--- config.mk ---
export PLATFORM = sky130hd
export DESIGN_NAME = vertex_format_word_decoder_unit
export DESIGN_NICKNAME = d
export VERILOG_FILES = /design/src/design/vfwd_pkg.sv /design/src/design/vfwd_front.sv /design/src/design/vfwd_desc_q.sv /design/src/design/vfwd_back.sv /design/src/design/vertex_format_word_decoder_unit.sv
export SDC_FILE = /design/constraint.sdc
export NUM_CORES = 1
export LEC_CHECK = 0
export ABC_AREA = 1
export BUFFER_PORTS_ARGS = -buffer_cell sky130_fd_sc_hd__buf_2
export CAP_MARGIN = 0
export CORE_ASPECT_RATIO = 0.6
export CORE_MARGIN = 4
export CORE_UTILIZATION = 35
export CTS_BUF_LIST = sky130_fd_sc_hd__clkbuf_4
export DETAILED_ROUTE_END_ITERATION = 6
export PLACE_DENSITY = 0.49
export SYNTH_ARGS = -nofsm -noshare
export SYNTH_HDL_FRONTEND = slang
export SYNTH_HIERARCHICAL = 1
export SYNTH_SLANG_ARGS = --single-unit
export TNS_END_PERCENT = 50
--- constraint.sdc ---
create_clock -name i_clk -period 3.5 [get_ports i_clk]
set_clock_uncertainty 0.05 [all_clocks]
set_input_delay 0.7 -clock i_clk [delete_from_list [all_inputs] [get_ports i_clk]]
set_output_delay 0.7 -clock i_clk [all_outputs]
set_load 0.03 [all_outputs]
--- src/design/vfwd_pkg.sv ---
package vfwd_pkg;

    // element data types
    localparam logic [2:0] TY_FLOAT1 = 3'd0;
    localparam logic [2:0] TY_FLOAT2 = 3'd1;
    localparam logic [2:0] TY_FLOAT3 = 3'd2;
    localparam logic [2:0] TY_FLOAT4 = 3'd3;
    localparam logic [2:0] TY_COLOR  = 3'd4;
    localparam logic [2:0] TY_UBYTE4 = 3'd5;
    localparam logic [2:0] TY_END    = 3'd6;

    // element usages
    localparam logic [3:0] US_POS    = 4'd0;
    localparam logic [3:0] US_POST   = 4'd1;
    localparam logic [3:0] US_WEIGHT = 4'd2;
    localparam logic [3:0] US_INDEX  = 4'd3;
    localparam logic [3:0] US_NORMAL = 4'd4;
    localparam logic [3:0] US_PSIZE  = 4'd5;
    localparam logic [3:0] US_COLOR  = 4'd6;
    localparam logic [3:0] US_TEX    = 4'd7;
    localparam logic [3:0] US_END    = 4'd8;

    // fixed element slots, in list order
    localparam int         SLOTS    = 7;
    localparam logic [2:0] SL_POS   = 3'd0;
    localparam logic [2:0] SL_WGT   = 3'd1;
    localparam logic [2:0] SL_IDX   = 3'd2;
    localparam logic [2:0] SL_NRM   = 3'd3;
    localparam logic [2:0] SL_PSZ   = 3'd4;
    localparam logic [2:0] SL_DIFF  = 3'd5;
    localparam logic [2:0] SL_SPEC  = 3'd6;

    // blend codes (format word bits 3:1)
    localparam logic [2:0] BL_FIRST = 3'd3;
    localparam logic [2:0] BL_TWO   = 3'd4;
    localparam logic [2:0] BL_FIVE  = 3'd7;

    // descriptor queue between front and back
    localparam int DQ_AW    = 1;
    localparam int DQ_DEPTH = 2 ** DQ_AW;

    typedef struct packed {
        logic [SLOTS-1:0] present;
        logic [2:0]       pos_type;
        logic [3:0]       pos_usage;
        logic [2:0]       wgt_type;
        logic [2:0]       idx_type;
        logic [3:0]       tex_count;
        logic [15:0]      tex_codes;
    } t_desc;

    typedef struct packed {
        logic [2:0] etype;
        logic [3:0] usage;
        logic [3:0] uidx;
        logic [8:0] offset;
        logic       last;
    } t_elem;

    function automatic logic [2:0] tex_type(input logic [1:0] code);
        logic [2:0] t;
        unique case (code)
            2'd0:    t = TY_FLOAT2;
            2'd1:    t = TY_FLOAT3;
            2'd2:    t = TY_FLOAT4;
            default: t = TY_FLOAT1;
        endcase
        return t;
    endfunction

    // size in bytes of one element of the given type
    function automatic logic [4:0] type_bytes(input logic [2:0] t);
        logic [2:0] n;
        n = {1'b0, t[1:0]} + 3'd1;
        if (t <= TY_FLOAT4) begin
            return {n, 2'b00};
        end
        return 5'd4;
    endfunction

endpackage

--- src/design/vfwd_front.sv ---
module vfwd_front (
    input  logic                i_clk,
    input  logic                i_rst_n,
    input  logic                i_push,
    input  logic [31:0]         i_format_word,
    output logic                o_full,
    input  logic                i_q_full,
    output logic                o_q_push,
    output vfwd_pkg::t_desc     o_q_data
);

    logic            r_valid;
    logic            n_valid;
    vfwd_pkg::t_desc r_desc;
    vfwd_pkg::t_desc n_desc;

    logic [2:0] code;
    logic       has_pos;
    logic       blend_on;
    logic       lb_color;
    logic       lb_ubyte;
    logic       two_color;
    logic       has_idx;
    logic [2:0] nblend;
    logic       accept;

    assign code      = i_format_word[3:1];
    assign has_pos   = (|code) | i_format_word[14];
    assign blend_on  = code >= vfwd_pkg::BL_FIRST;
    assign lb_color  = i_format_word[15];
    assign lb_ubyte  = i_format_word[12];
    assign two_color = (code == vfwd_pkg::BL_TWO) && lb_color;
    assign has_idx   = blend_on && ((code == vfwd_pkg::BL_FIVE) || lb_color || lb_ubyte);

    // weight count: code 3 gives one, up to five for code 7, less one with an index
    always_comb begin
        nblend = 3'd0;
        if (blend_on) begin
            nblend = code - 3'd2 - {2'b00, has_idx};
        end
    end

    always_comb begin
        n_desc = '0;
        n_desc.present[vfwd_pkg::SL_POS]  = has_pos;
        n_desc.present[vfwd_pkg::SL_WGT]  = blend_on && (nblend != 3'd0);
        n_desc.present[vfwd_pkg::SL_IDX]  = has_idx;
        n_desc.present[vfwd_pkg::SL_NRM]  = i_format_word[4];
        n_desc.present[vfwd_pkg::SL_PSZ]  = i_format_word[5];
        n_desc.present[vfwd_pkg::SL_DIFF] = i_format_word[6];
        n_desc.present[vfwd_pkg::SL_SPEC] = i_format_word[7];

        if (!blend_on && i_format_word[2]) begin
            n_desc.pos_type  = vfwd_pkg::TY_FLOAT4;
            n_desc.pos_usage = vfwd_pkg::US_POST;
        end else if (!blend_on && i_format_word[1] && i_format_word[14]) begin
            n_desc.pos_type  = vfwd_pkg::TY_FLOAT4;
            n_desc.pos_usage = vfwd_pkg::US_POS;
        end else begin
            n_desc.pos_type  = vfwd_pkg::TY_FLOAT3;
            n_desc.pos_usage = vfwd_pkg::US_POS;
        end

        if (two_color) begin
            n_desc.wgt_type = vfwd_pkg::TY_COLOR;
        end else begin
            n_desc.wgt_type = nblend - 3'd1;
        end

        if (lb_ubyte || two_color) begin
            n_desc.idx_type = vfwd_pkg::TY_UBYTE4;
        end else if (lb_color) begin
            n_desc.idx_type = vfwd_pkg::TY_COLOR;
        end else begin
            n_desc.idx_type = vfwd_pkg::TY_FLOAT1;
        end

        n_desc.tex_count = i_format_word[11:8];
        n_desc.tex_codes = i_format_word[31:16];
    end

    assign o_full   = r_valid && i_q_full;
    assign accept   = i_push && !o_full;
    assign o_q_push = r_valid && !i_q_full;
    assign o_q_data = r_desc;

    always_comb begin
        n_valid = r_valid;
        if (accept) begin
            n_valid = 1'b1;
        end else if (o_q_push) begin
            n_valid = 1'b0;
        end
    end

    always_ff @(posedge i_clk) begin
        if (!i_rst_n) begin
            r_valid <= 1'b0;
        end else begin
            r_valid <= n_valid;
        end
    end

    always_ff @(posedge i_clk) begin
        if (accept) begin
            r_desc <= n_desc;
        end
    end

endmodule

--- src/design/vfwd_desc_q.sv ---
module vfwd_desc_q (
    input  logic                i_clk,
    input  logic                i_rst_n,
    input  logic                i_push,
    input  vfwd_pkg::t_desc     i_data,
    output logic                o_full,
    input  logic                i_pop,
    output logic                o_empty,
    output vfwd_pkg::t_desc     o_data
);

    vfwd_pkg::t_desc                r_mem [vfwd_pkg::DQ_DEPTH];
    logic [vfwd_pkg::DQ_AW-1:0]     r_wp;
    logic [vfwd_pkg::DQ_AW-1:0]     r_rp;
    logic [vfwd_pkg::DQ_AW:0]       r_count;
    logic [vfwd_pkg::DQ_AW:0]       n_count;
    logic                           do_push;
    logic                           do_pop;

    assign o_full  = r_count == (vfwd_pkg::DQ_AW+1)'(vfwd_pkg::DQ_DEPTH);
    assign o_empty = r_count == '0;
    assign do_push = i_push && !o_full;
    assign do_pop  = i_pop && !o_empty;
    assign o_data  = r_mem[r_rp];

    always_comb begin
        n_count = r_count;
        if (do_push && !do_pop) begin
            n_count = r_count + 1'b1;
        end else if (do_pop && !do_push) begin
            n_count = r_count - 1'b1;
        end
    end

    always_ff @(posedge i_clk) begin
        if (!i_rst_n) begin
            r_wp    <= '0;
            r_rp    <= '0;
            r_count <= '0;
        end else begin
            r_count <= n_count;
            if (do_push) begin
                r_wp <= r_wp + 1'b1;
            end
            if (do_pop) begin
                r_rp <= r_rp + 1'b1;
            end
        end
    end

    always_ff @(posedge i_clk) begin
        if (do_push) begin
            r_mem[r_wp] <= i_data;
        end
    end

endmodule

--- src/design/vfwd_back.sv ---
module vfwd_back (
    input  logic                i_clk,
    input  logic                i_rst_n,
    input  logic                i_q_empty,
    input  vfwd_pkg::t_desc     i_q_data,
    output logic                o_q_pop,
    input  logic                i_pop,
    output logic                o_empty,
    output vfwd_pkg::t_elem     o_elem
);

    typedef enum logic [1:0] {
        ST_IDLE = 2'b01,
        ST_RUN  = 2'b10
    } t_back_state;

    t_back_state                 r_state;
    t_back_state                 n_state;
    vfwd_pkg::t_desc             r_desc;
    logic [vfwd_pkg::SLOTS-1:0]  r_pend;
    logic [3:0]                  r_tex;
    logic [15:0]                 r_codes;
    logic [8:0]                  r_offset;
    logic                        r_out_valid;
    vfwd_pkg::t_elem             r_out;

    logic [2:0]                  sel;
    vfwd_pkg::t_elem             elem;
    logic                        fixed_phase;
    logic                        tex_phase;
    logic                        adv;
    logic                        emit_end;
    logic                        load;

    assign fixed_phase = |r_pend;
    assign tex_phase   = !fixed_phase && (r_tex != r_desc.tex_count);

    // lowest pending fixed slot
    always_comb begin
        sel = '0;
        for (int k = vfwd_pkg::SLOTS - 1; k >= 0; k--) begin
            if (r_pend[k]) begin
                sel = 3'(k);
            end
        end
    end

    always_comb begin
        elem        = '0;
        elem.offset = r_offset;
        if (fixed_phase) begin
            unique case (sel)
                vfwd_pkg::SL_POS: begin
                    elem.etype = r_desc.pos_type;
                    elem.usage = r_desc.pos_usage;
                end
                vfwd_pkg::SL_WGT: begin
                    elem.etype = r_desc.wgt_type;
                    elem.usage = vfwd_pkg::US_WEIGHT;
                end
                vfwd_pkg::SL_IDX: begin
                    elem.etype = r_desc.idx_type;
                    elem.usage = vfwd_pkg::US_INDEX;
                end
                vfwd_pkg::SL_NRM: begin
                    elem.etype = vfwd_pkg::TY_FLOAT3;
                    elem.usage = vfwd_pkg::US_NORMAL;
                end
                vfwd_pkg::SL_PSZ: begin
                    elem.etype = vfwd_pkg::TY_FLOAT1;
                    elem.usage = vfwd_pkg::US_PSIZE;
                end
                vfwd_pkg::SL_DIFF: begin
                    elem.etype = vfwd_pkg::TY_COLOR;
                    elem.usage = vfwd_pkg::US_COLOR;
                end
                vfwd_pkg::SL_SPEC: begin
                    elem.etype = vfwd_pkg::TY_COLOR;
                    elem.usage = vfwd_pkg::US_COLOR;
                    elem.uidx  = 4'd1;
                end
                default: begin
                    elem.etype = vfwd_pkg::TY_END;
                    elem.usage = vfwd_pkg::US_END;
                end
            endcase
        end else if (tex_phase) begin
            elem.etype = vfwd_pkg::tex_type(r_codes[1:0]);
            elem.usage = vfwd_pkg::US_TEX;
            elem.uidx  = r_tex;
        end else begin
            elem.etype  = vfwd_pkg::TY_END;
            elem.usage  = vfwd_pkg::US_END;
            elem.offset = '0;
            elem.last   = 1'b1;
        end
    end

    assign adv      = (r_state == ST_RUN) && (!r_out_valid || i_pop);
    assign emit_end = adv && !fixed_phase && !tex_phase;
    assign load     = !i_q_empty && ((r_state == ST_IDLE) || emit_end);
    assign o_q_pop  = load;

    always_comb begin
        n_state = r_state;
        unique case (r_state)
            ST_IDLE: begin
                if (load) begin
                    n_state = ST_RUN;
                end
            end
            ST_RUN: begin
                if (emit_end && !load) begin
                    n_state = ST_IDLE;
                end
            end
            default: n_state = ST_IDLE;
        endcase
    end

    always_ff @(posedge i_clk) begin
        if (!i_rst_n) begin
            r_state     <= ST_IDLE;
            r_out_valid <= 1'b0;
        end else begin
            r_state <= n_state;
            if (adv) begin
                r_out_valid <= 1'b1;
            end else if (i_pop) begin
                r_out_valid <= 1'b0;
            end
        end
    end

    always_ff @(posedge i_clk) begin
        if (adv) begin
            r_out <= elem;
        end
        if (load) begin
            r_desc   <= i_q_data;
            r_pend   <= i_q_data.present;
            r_tex    <= '0;
            r_codes  <= i_q_data.tex_codes;
            r_offset <= '0;
        end else if (adv && fixed_phase) begin
            r_pend   <= r_pend & ~(vfwd_pkg::SLOTS'(1) << sel);
            r_offset <= r_offset + {4'b0000, vfwd_pkg::type_bytes(elem.etype)};
        end else if (adv && tex_phase) begin
            r_tex    <= r_tex + 4'd1;
            r_codes  <= {2'b00, r_codes[15:2]};
            r_offset <= r_offset + {4'b0000, vfwd_pkg::type_bytes(elem.etype)};
        end
    end

    assign o_empty = !r_out_valid;
    assign o_elem  = r_out;

endmodule

--- src/design/vertex_format_word_decoder_unit.sv ---
// Vertex format word decoder: turns one flexible-vertex-format word into
// its ordered vertex element list.
// Input side is a queue: drive i_format_word with push high; the word is
// taken as a beat on a rising edge where push is high and full is low.
// Result side is a queue too: while empty is low the oldest element sits on
// the o_ ports; raise pop to take it. Each element carries type, usage,
// usage index and byte offset; the closing end element has o_end_of_list set.
// The first element of a word passes the front register, the descriptor queue,
// the back-end descriptor register and the output register to the ports.
// Throughput: one element per cycle from the back-end sequencer unless the
// receiver stalls, one per fixed element, texture set and end element; the
// next word is loaded in the cycle its predecessor's end element goes out.
// The front register and a two-deep descriptor queue let the front keep
// taking words while the back end works through a long list.
// When the receiver stalls, the output register holds its element and the
// sequencer waits; back-pressure then fills the queue and raises full.
// Synchronous reset empties every stage; no configuration is held.
module vertex_format_word_decoder_unit (
    input  logic        i_clk,
    input  logic        i_rst_n,
    input  logic        push,
    output logic        full,
    input  logic [31:0] i_format_word,
    output logic        empty,
    input  logic        pop,
    output logic [2:0]  o_element_type,
    output logic [3:0]  o_element_usage,
    output logic [3:0]  o_usage_index,
    output logic [8:0]  o_byte_offset,
    output logic        o_end_of_list
);

    logic            fq_push;
    vfwd_pkg::t_desc fq_data;
    logic            q_full;
    logic            q_empty;
    logic            q_pop;
    vfwd_pkg::t_desc q_head;
    vfwd_pkg::t_elem elem;

    // classify the word into a descriptor
    vfwd_front u_front (
        .i_clk         (i_clk),
        .i_rst_n       (i_rst_n),
        .i_push        (push),
        .i_format_word (i_format_word),
        .o_full        (full),
        .i_q_full      (q_full),
        .o_q_push      (fq_push),
        .o_q_data      (fq_data)
    );

    // hold descriptors until the back end is free
    vfwd_desc_q u_desc_q (
        .i_clk   (i_clk),
        .i_rst_n (i_rst_n),
        .i_push  (fq_push),
        .i_data  (fq_data),
        .o_full  (q_full),
        .i_pop   (q_pop),
        .o_empty (q_empty),
        .o_data  (q_head)
    );

    // step through the elements, one beat per cycle while the output is not stalled
    vfwd_back u_back (
        .i_clk     (i_clk),
        .i_rst_n   (i_rst_n),
        .i_q_empty (q_empty),
        .i_q_data  (q_head),
        .o_q_pop   (q_pop),
        .i_pop     (pop),
        .o_empty   (empty),
        .o_elem    (elem)
    );

    assign o_element_type  = elem.etype;
    assign o_element_usage = elem.usage;
    assign o_usage_index   = elem.uidx;
    assign o_byte_offset   = elem.offset;
    assign o_end_of_list   = elem.last;

endmodule
==> results.sh, run 1 <==
export IMPL_outcome="finished clean"
export IMPL_die_h_um=125
export IMPL_slew_headroom=0.490
export IMPL_worstSetupPathType="register to register"
export IMPL_finished_core_util=0.397
export IMPL_cellInternalPower_mw=4.18
export IMPL_power_switching_mw=2.30
export IMPL_yosys_register_bits=193
export IMPL_clkLatencyLatePin_ps=550
export IMPL_timing_final_crit_share=0.919
export IMPL_die_w_um=202
export IMPL_clk_transition_reported_paths_ps=170
export IMPL_ys_dominant_reg_cell="edfxtp_1"
export IMPL_layout_nets=718
export IMPL_global_route_overflow_total=0
export IMPL_hold_depth=1
export IMPL_synth_seq_area_share=0.705
export IMPL_vias_post_dr=4362
export IMPL_layout_commonest_cell="edfxtp_1"
export IMPL_hold_worst_slack_ps=253
export IMPL_core_area_um2=22200
export IMPL_detailed_place_area_um2=8530
export IMPL_hp_start="i_format_word[25]"
export IMPL_worst_ir_drop_vdd_mv=0.275
export IMPL_die_area_um2=25200
export IMPL_met3WireLength_um=653
export IMPL_timing_final_hold_violations=0
export IMPL_drv_slew=0
export IMPL_gp_congestion=0.813
export IMPL_synth_distinct_cells=37
export IMPL_setup_violations=0
export IMPL_mostFrequentLayoutCells="edfxtp_1 (173), nand2_1 (119), inv_1 (72), buf_2 (54), mux2_2 (40)"
export IMPL_regToRegStartpoint="u_back/r_pend[4]"
export IMPL_synth_top_cells_by_area="edfxtp_1 (65%), nand2_1 (5.7%), mux2_2 (5.7%)"
export IMPL_drt_iter0_markers=250
export IMPL_power_density_nw_per_um2=735
export IMPL_place_port_buffers=54
export IMPL_drv_cap=0
export IMPL_clock_sink_count=193
export IMPL_grtUsageTotal=0.116
export IMPL_drc=0
export IMPL_hpwl_um=9230
export IMPL_floorplan_io_pins=59
export IMPL_netSwitchingFraction=0.355
export IMPL_detail_route_vias_per_cell=4.40
export IMPL_tritoncts="yes"
export IMPL_drive_above_1_share=0.261
export IMPL_starting_density=0.358
export IMPL_timing_reg2reg_setup_slack_ps=280
export IMPL_finalInstanceArea_um2=8810
export IMPL_yosysWarningCount=6
export IMPL_drt_antenna_violating_nets=0
export IMPL_area_delta_synth_final_pct=11.0
export IMPL_cp_data_required_time_ps=3910
export IMPL_routed_wl_um=14300
export IMPL_cts_hold_fix_buffers=0
export IMPL_detail_route_first_pass_iterations=4
export IMPL_postSynthCellCount=602
export IMPL_holdPathEnd="u_front/o_q_data[9]"
export IMPL_worst_path_max_fanout=5
export IMPL_pwr_share_clk=0.167
export IMPL_power_leakage_nw=3.47
export IMPL_clock_root_buffer="clkbuf_4"
export IMPL_clock_fmax_mhz=311
export IMPL_grt_pass1_vias=4417
export IMPL_timing_critical_path_to_type="register"
export IMPL_finalWorstPathRequiredPeriod_ps=3220
export IMPL_dr_wl_met2_um=6010
export IMPL_rr_endpoint="u_back/r_offset[8]"
export IMPL_antenna_found_initial=1
export IMPL_timing_critical_path_arrival_ps=3620
export IMPL_power_share_sequential=0.520
export IMPL_synth_async_sr_flop_share=0
export IMPL_cts_root_to_sink_buffers=2
export IMPL_crit_path_start_kind="register"
export IMPL_synth_edff_count=173
export IMPL_placementRows=42
export IMPL_grt_start_max_net_pins=43
export IMPL_grt_setup_unrepaired="no"
export IMPL_htree_num_levels=4
export IMPL_mappedNetlistArea_um2=7930
export IMPL_routed_top_layer="met4"
export IMPL_post_drt_wl_per_cell_um=14.4
export IMPL_post_synth_top_area_cell="edfxtp_1"
export IMPL_met1Wirelength_um=7500
export IMPL_grt_pass1_wl_um=23200
export IMPL_yosysTopAreaCellShare=0.655
export IMPL_worst_r2r_path_depth=22
export IMPL_tns_ps=0
export IMPL_min_delay_path_class="input pin to register"
export IMPL_power_frac_comb=0.312
export IMPL_least_margin_pin_slew_ps=763
export IMPL_synthesis_area_per_instance_um2=13.2
export IMPL_cts_buffers=17
## worst max-delay path by stage
stage,from,end,cells after the start
finish,u_back/r_pend[4],u_back/r_offset[8],22
floorplan,u_back/r_pend[2],u_back/r_offset[8],22
global route,u_back/r_pend[4],u_back/r_offset[8],22
CTS,u_back/r_pend[4],u_back/r_offset[8],24
global placement,u_back/r_pend[5],u_back/r_offset[8],24
detailed placement,u_back/r_pend[5],u_back/r_offset[8],24
## per-layer routing
layer / vias to the layer above / track usage
met4: 0 / 0.0315
li1: 2168 / -
met1: 2090 / 0.176
met5: - / 0
met2: 94 / 0.166
met3: 10 / 0.0294
## flip-flops by register name, indices dropped and copies added (netlist names), named ones only
signal              count
u_back/r_desc          17
u_back/o_elem          19
u_desc_q/r_wp           1
u_desc_q/r_mem         80
u_back/r_pend           7
u_back/r_codes         16
u_back/r_offset         7
u_desc_q/r_rp           1
u_desc_q/r_count        2
u_back/r_out_valid      1
u_front/r_valid         1
u_front/o_q_data       34
u_back/r_tex            4
u_back/r_state          2
## cell type report
class / count / area [um^2]
multi-input combinational: 315 / 1940
antenna: 1 / 2.50
clock buffer: 19 / 143
timing repair buffer: 62 / 330
fill: 2088 / 13400
clock inverter: 13 / 104
tap: 308 / 385
sequential: 193 / 5600
inverter: 80 / 303
## critical path: stages (launching register included)
cell	delay (ps)
edfxtp_1	480
inv_1	90
nand2_1	50
nand2_1	60
nand2_2	90
a21oi_1	260
nand4_1	200
nand3_1	140
nand2_1	70
nand2_2	110
ha_1	180
nor2_1	50
nand2_1	70
nand3_1	70
ha_1	220
fa_2	370
nand4_1	110
o31ai_1	90
xor2_1	150
nand2_1	80
nand2_1	50
nand2_1	50
inv_1	40
## kinds of logic after synthesis
group / Yosys count / synth area share
other cells: 3 / 0.00142
simple gates: 208 / 0.121
xor+xnor: 7 / 0.00773
fa+ha+maj: 13 / 0.0215
buf+inv: 99 / 0.0582
compound gates: 39 / 0.0286
mux: 40 / 0.0568
flops: 193 / 0.705
## what timing repair did
action                                  4_1_cts  5_1_grt
buffers inserted                              0        0
endpoints found under the setup margin        0        3
resized for setup                             0        8
## power by group through the flow
stage | clock [mW] | combinational (mW) | sequential (mW)
5_1_grt | 1.24 | 2.30 | 3.42
2_1_floorplan | 0 | 1.49 | 3.41
3_5_place_dp | 0 | 1.99 | 3.43
4_1_cts | 1.14 | 2.02 | 3.38
3_3_place_gp | 0 | 1.96 | 3.42
6_report | 1.08 | 2.02 | 3.37
## per-stage QoR
stage | instances | total power, mW | setup slack, ps
after floorplan | 607 | 4.89 | 635
after global placement | 958 | 5.38 | 207
after detailed placement | 958 | 5.42 | 173
after CTS | 990 | 6.54 | 136
after global routing | 991 | 6.96 | 35.1
final | 991 | 6.48 | 283
## synth_stat cells, drive strengths merged, types with 3 or more instances
cell / number
a21oi: 12
buf: 19
conb: 3
dfxtp: 20
edfxtp: 173
ha: 12
inv: 80
mux2: 40
nand2: 136
nand3: 19
nand4: 9
nor2: 41
o21ai: 17
o31ai: 4
xnor2: 6
No activity file was read; power rests on OpenSTA's default activity.
==> run 2: changes to the inputs <==
--- a/config.mk
+++ b/config.mk
@@ -6,7 +6,7 @@
 export NUM_CORES = 1
 export LEC_CHECK = 0
 export ABC_AREA = 1
-export BUFFER_PORTS_ARGS = -buffer_cell sky130_fd_sc_hd__buf_2
+export BUFFER_PORTS_ARGS = -buffer_cell sky130_fd_sc_hd__clkbuf_2
 export CAP_MARGIN = 0
 export CORE_ASPECT_RATIO = 0.6
 export CORE_MARGIN = 4
==> results.sh, run 2 (synthesis gave the netlist of run 1 again) <==
export IMPL_worst_ir_drop_vdd_mv=0.298
export IMPL_worst_path_max_fanout=9
export IMPL_antenna_found_initial=1
export IMPL_hpwl_um=9360
export IMPL_grtUsageTotal=0.118
export IMPL_crit_path_start_kind="register"
export IMPL_register_with_the_highest_flop_count="u_desc_q/r_mem"
export IMPL_regToRegStartpoint="u_back/r_pend[4]"
export IMPL_cts_buffers=17
export IMPL_hold_depth=1
export IMPL_floorplan_io_pins=59
export IMPL_vias_post_dr=4390
export IMPL_grt_setup_unrepaired="no"
export IMPL_drt_iter0_markers=293
export IMPL_grt_pass1_vias=4476
export IMPL_placementRows=42
export IMPL_tritoncts="yes"
export IMPL_die_w_um=202
export IMPL_die_area_um2=25200
export IMPL_global_route_overflow_total=0
export IMPL_htree_num_levels=4
export IMPL_finished_core_util=0.400
export IMPL_place_port_buffers=54
export IMPL_clock_sink_count=193
export IMPL_detail_route_vias_per_cell=4.43
export IMPL_drv_cap=0
export IMPL_grt_start_max_net_pins=43
export IMPL_gp_congestion=0.813
export IMPL_finalInstanceArea_um2=8870
export IMPL_power_leakage_nw=3.52
export IMPL_least_margin_pin_slew_ps=744
export IMPL_filler_cell_count=2098
export IMPL_min_delay_path_class="input pin to register"
export IMPL_holdPathEnd="u_front/o_q_data[13]"
export IMPL_area_delta_synth_final_pct=11.8
export IMPL_finalWorstPathRequiredPeriod_ps=3230
export IMPL_cp_data_required_time_ps=3930
export IMPL_largest_reg_flops=80
export IMPL_tns_ps=0
export IMPL_starting_density=0.358
export IMPL_detailed_place_area_um2=8530
export IMPL_layout_commonest_cell="edfxtp_1"
export IMPL_setup_violations=0
export IMPL_combined_area_of_the_multi_input_logic_cells_um2=1950
export IMPL_rr_endpoint="u_back/r_offset[8]"
export IMPL_drv_slew=0
export IMPL_routed_wl_um=14500
export IMPL_clock_fmax_mhz=310
export IMPL_slew_headroom=0.503
export IMPL_drive_above_1_share=0.264
export IMPL_cts_root_to_sink_buffers=2
export IMPL_grt_pass1_wl_um=23100
export IMPL_timing_critical_path_arrival_ps=3660
export IMPL_core_area_um2=22200
export IMPL_layout_nets=720
export IMPL_timing_reg2reg_setup_slack_ps=270
export IMPL_post_drt_wl_per_cell_um=14.6
export IMPL_die_h_um=125
export IMPL_timing_critical_path_to_type="register"
export IMPL_power_density_nw_per_um2=748
export IMPL_cts_hold_fix_buffers=0
export IMPL_mostFrequentLayoutCells="edfxtp_1 (173), nand2_1 (120), inv_1 (72), clkbuf_2 (54), mux2_2 (40)"
export IMPL_worst_r2r_path_depth=23
export IMPL_regArea_um2=5600
export IMPL_timing_final_hold_violations=0
export IMPL_power_mw=6.64
export IMPL_clkLatencyLatePin_ps=570
export IMPL_drc=0
export IMPL_clock_root_buffer="clkbuf_4"
export IMPL_hp_start="i_format_word[29]"
export IMPL_outcome="finished clean"
export IMPL_clk_transition_reported_paths_ps=180
export IMPL_detail_route_first_pass_iterations=4
export IMPL_drt_antenna_violating_nets=0
export IMPL_worstSetupPathType="register to register"
export IMPL_timing_final_crit_share=0.922
## run 2: cell count changes in the layout (fill, tap and decap cells not counted), moves of 2 or more
cell / change
buf_2: -54
clkbuf_4: -2
clkinv_8: +2
clkbuf_2: +54
inv_6: +2
buf_4: +2
clkinv_2: -2
clkinvlp_4: -2
## run 2: metal layers
metal	wire [um]	track usage	up-vias
met5	0	0	-
met4	174	0.0407	0
met3	665	0.0291	14
met2	6120	0.168	106
met1	7490	0.175	2096
li1	-	-	2174
## run 2: what timing repair did
item,CTS,global route
setup endpoints to repair,0,3
buffers inserted,0,2
gates resized for setup,0,8
## run 2: worst max-delay path by stage
stage | from | to
4_1_cts | u_back/r_pend[5] | u_back/r_offset[8]
3_3_place_gp | u_back/r_pend[5] | u_back/r_offset[8]
5_1_grt | u_back/r_pend[3] | u_back/r_offset[8]
3_5_place_dp | u_back/r_pend[5] | u_back/r_offset[8]
6_report | u_back/r_pend[4] | u_back/r_offset[8]
2_1_floorplan | u_back/r_pend[2] | u_back/r_offset[8]
## run 2: area by class of cell
type / count / share of cell area
timing repair buffer: 64 / 0.0389
inverter: 80 / 0.0341
clock inverter: 14 / 0.0188
clock buffer: 17 / 0.0144
antenna: 1 / 0.000282
multi-input combinational: 315 / 0.219
sequential: 193 / 0.631
tap: 308 / 0.0434
## run 2: critical path, cell delays in order (launching register included)
cell,delay [ps]
edfxtp_1,480
nor2_2,140
nand2_2,110
nand3_2,130
buf_4,180
nand4_1,100
nand2_1,90
inv_1,40
nand3_1,60
nand2_1,140
inv_1,120
ha_1,170
nor2_1,50
nand2_1,70
nand3_1,70
ha_1,230
fa_2,380
nand4_1,100
o31ai_1,80
xor2_1,140
nand2_1,80
nand2_1,40
nand2_1,50
inv_1,50
## run 2: report_power, final
part	internal, mW	total (mW)	switching (mW)	leakage (nW)
clock network	0.391	1.22	0.832	0.159
logic	0.692	2.04	1.35	1.59
registers	3.18	3.37	0.189	1.77
total	4.27	6.64	2.37	3.52
## run 2: through the flow
stage,std cells,hold WS [ps],worst slack (ps)
finish,992,236,274
CTS,989,167,111
detailed placement,958,380,164
global placement,958,373,214
global route,992,158,12.6
floorplan,607,371,635
==> run 3: changes to the inputs <==
--- a/config.mk
+++ b/config.mk
@@ -14,8 +14,8 @@
 export CTS_BUF_LIST = sky130_fd_sc_hd__clkbuf_4
 export DETAILED_ROUTE_END_ITERATION = 6
 export PLACE_DENSITY = 0.49
+export SLEW_MARGIN = 25
 export SYNTH_ARGS = -nofsm -noshare
 export SYNTH_HDL_FRONTEND = slang
-export SYNTH_HIERARCHICAL = 1
 export SYNTH_SLANG_ARGS = --single-unit
 export TNS_END_PERCENT = 50
==> results.sh, run 3 <==
export IMPL_yosys_area_share_simple=0.141
export IMPL_register_with_the_highest_flop_count="u_desc_q.r_mem"
export IMPL_synthesis_area_per_instance_um2=12.3
export IMPL_finished_core_util=0.429
export IMPL_clock_fmax_mhz=287
export IMPL_antenna_found_initial=0
export IMPL_layout_nets=746
export IMPL_synth_compound_area_share=0.0512
export IMPL_post_drt_wl_per_cell_um=14.0
export IMPL_rr_endpoint="u_back.r_offset[6]"
export IMPL_placed_instances=936
export IMPL_place_port_buffers=54
export IMPL_die_area_um2=23200
export IMPL_timing_reg2reg_setup_slack_ps=20
export IMPL_timing_final_crit_share=0.995
export IMPL_drt_antenna_violating_nets=0
export IMPL_drv_cap=0
export IMPL_cts_hold_fix_buffers=0
export IMPL_grt_setup_unrepaired="yes"
export IMPL_yosys_area_share_xor_xnor=0.00724
export IMPL_grtUsageTotal=0.124
export IMPL_yosys_area_share_adder=0.0321
export IMPL_worst_path_most_repeated_cell="inv_2"
export IMPL_drive_above_1_share=0.295
export IMPL_yosysTopAreaCellShare=0.641
export IMPL_drv_slew=0
export IMPL_post_synth_top_area_cell="edfxtp_1"
export IMPL_area_delta_synth_final_pct=19.3
export IMPL_vias_post_dr=4284
export IMPL_cts_buffers=17
export IMPL_synth_area_mux_share=0.0193
export IMPL_clock_root_buffer="clkbuf_4"
export IMPL_drt_iter0_markers=228
export IMPL_mostFrequentLayoutCells="edfxtp_1 (155), nand2_1 (144), inv_1 (59), clkbuf_2 (54), buf_4 (35)"
export IMPL_grt_pass1_wl_um=22500
export IMPL_die_w_um=194
export IMPL_stage_delay_of_the_slowest_cell_on_the_critical_path_ps=440
export IMPL_postSynthCellCount=589
export IMPL_timing_critical_path_depth=22
export IMPL_synth_edff_count=155
export IMPL_mappedNetlistArea_um2=7260
export IMPL_cp_num_buf_inv=6
export IMPL_tritoncts="yes"
export IMPL_finalWorstPathRequiredPeriod_ps=3480
export IMPL_timing_final_hold_violations=0
export IMPL_ys_dominant_reg_cell="edfxtp_1"
export IMPL_yosysWarningCount=0
export IMPL_largest_reg_flops=68
export IMPL_gp_congestion=0.851
export IMPL_n_antenna_cell=0
export IMPL_setup_violations=0
export IMPL_worst_path_max_fanout=2
export IMPL_detail_route_first_pass_iterations=4
export IMPL_core_area_um2=20200
export IMPL_largest_family_of_logic_cells_by_synthesized_area="simple AND/OR/NAND/NOR gates"
export IMPL_hp_start="i_format_word[5]"
export IMPL_timing_critical_path_to_type="register"
export IMPL_grt_pass1_vias=4376
export IMPL_power_leakage_nw=3.53
export IMPL_least_margin_pin_slew_ps=735
export IMPL_yosys_register_bits=175
export IMPL_floorplan_io_pins=59
export IMPL_layout_commonest_cell="edfxtp_1"
export IMPL_timing_critical_path_slowest_stage_cell="edfxtp_1"
export IMPL_clk_transition_reported_paths_ps=150
export IMPL_finish_cell_count_without_fillers=977
export IMPL_htree_num_levels=4
export IMPL_family_with_the_most_delay_on_the_worst_path="simple AND/OR/NAND/NOR gates"
export IMPL_min_delay_path_class="input pin to register"
export IMPL_synth_most_common_cell="edfxtp_1"
export IMPL_die_h_um=120
export IMPL_critical_path_endpoint="u_back.r_offset[6]"
export IMPL_slew_headroom=0.507
export IMPL_synth_top_cells_by_area="edfxtp_1 (64%), nand2_1 (7.8%), dfxtp_1 (5.5%)"
export IMPL_worstSetupPathType="register to register"
export IMPL_cp_data_required_time_ps=3980
export IMPL_worstPathCellList="inv_2 -> a21oi_1 -> or2_4 -> a21oi_4 -> inv_2 -> ha_4 -> o31ai_4 -> nand3_2 -> nand2_2 -> and2_4 -> ha_4 -> inv_2 -> nand4_1 -> buf_4 -> nand3_2 -> fa_2 -> o21bai_4 -> buf_4 -> nand2_1 -> o21bai_1 -> nand3_2 -> inv_2"
export IMPL_outcome="finished clean"
export IMPL_placementRows=40
export IMPL_post_synth_most_frequent_cells="edfxtp_1 (155), nand2_1 (151), inv_1 (64), nor2_1 (33), nand3_1 (26)"
export IMPL_timing_critical_path_arrival_ps=3960
export IMPL_detail_route_vias_per_cell=4.38
export IMPL_routed_wl_um=13700
export IMPL_clkLatencyLatePin_ps=580
export IMPL_drc=0
export IMPL_synth_async_sr_flop_share=0
export IMPL_power_density_nw_per_um2=876
export IMPL_hpwl_um=8880
export IMPL_filler_cell_count=1897
export IMPL_starting_density=0.360
export IMPL_clock_sink_count=175
export IMPL_cts_root_to_sink_buffers=2
export IMPL_global_route_overflow_total=0
export IMPL_synth_seq_area_share=0.697
export IMPL_regToRegStartpoint="u_back.r_pend[4]"
export IMPL_worst_ir_drop_vdd_mv=0.391
export IMPL_synth_distinct_cells=38
export IMPL_worst_r2r_path_depth=22
export IMPL_crit_path_start_kind="register"
export IMPL_critical_path_startpoint="u_back.r_pend[4]"
export IMPL_grt_start_max_net_pins=35
## run 3: cell count changes after synthesis, sizes merged, moves of 4 or more
cell,previous run,this run
buf,19,10
clkbuf,0,4
edfxtp,173,155
ha,12,17
inv,80,71
mux2,40,0
mux2i,0,14
nand2,136,157
nand3,19,28
nand4,9,3
o21ai,17,31
xnor2,6,0
xor2,1,6
## run 3: metal layers
layer,share of wire,GRT usage,up-vias,wire length [um]
li1,-,-,2193,-
met1,0.51,0.176,2011,7030
met2,0.44,0.184,63,6000
met3,0.038,0.0393,17,515
met4,0.011,0.0391,0,154
met5,0,0,-,0
## run 3: power by group
part	switching, mW	internal, mW
clock	0.715	0.372
combinational	2.02	1.41
sequential	0.172	2.90
total	2.91	4.68
## run 3: kinds of logic after synthesis
group / after synthesis
simple gates: 234
flops: 175
buf+inv: 86
compound gates: 55
fa+ha+maj: 18
mux: 14
xor+xnor: 6
other cells: 1
## run 3: area by class of cell
class	count	area [um^2]	share of cell area
timing repair buffer	97	632	0.0730
multi-input combinational	329	2100	0.242
sequential	175	5050	0.584
tap	273	342	0.0395
clock buffer	18	135	0.0156
inverter	72	270	0.0312
clock inverter	13	125	0.0145
## run 3: timing repair
item / 4_1_cts / 5_1_grt
setup endpoints to repair: 5 / 6
resized for setup: 31 / 37
buffers inserted: 7 / 3
pin swaps: 22 / 21
## run 3: worst min path at each step
stage,to,cells after the start
3_5_place_dp,u_desc_q.r_mem[1][19],0
6_report,u_front.o_q_data[37],1
3_3_place_gp,u_desc_q.r_mem[0][26],0
2_1_floorplan,u_desc_q.r_mem[0][0],0
5_1_grt,u_front.o_q_data[15],1
4_1_cts,u_front.o_q_data[5],1
## run 3: stage by stage
| stage | power, mW | worst slack (ps) | area, um^2 | TNS [ps] | hold WS (ps) |
|---|---|---|---|---|---|
| finish | 7.59 | 17.3 | 8660 | 0 | 228 |
| global route | 8.20 | -209 | 8660 | -811 | 150 |
| CTS | 7.23 | -63.2 | 8480 | -119 | 167 |
| detailed placement | 5.77 | -269 | 8040 | -615 | 382 |
| global placement | 5.69 | -137 | 8020 | -237 | 375 |
| floorplan | 4.89 | 1.70 | 7260 | 0 | 371 |
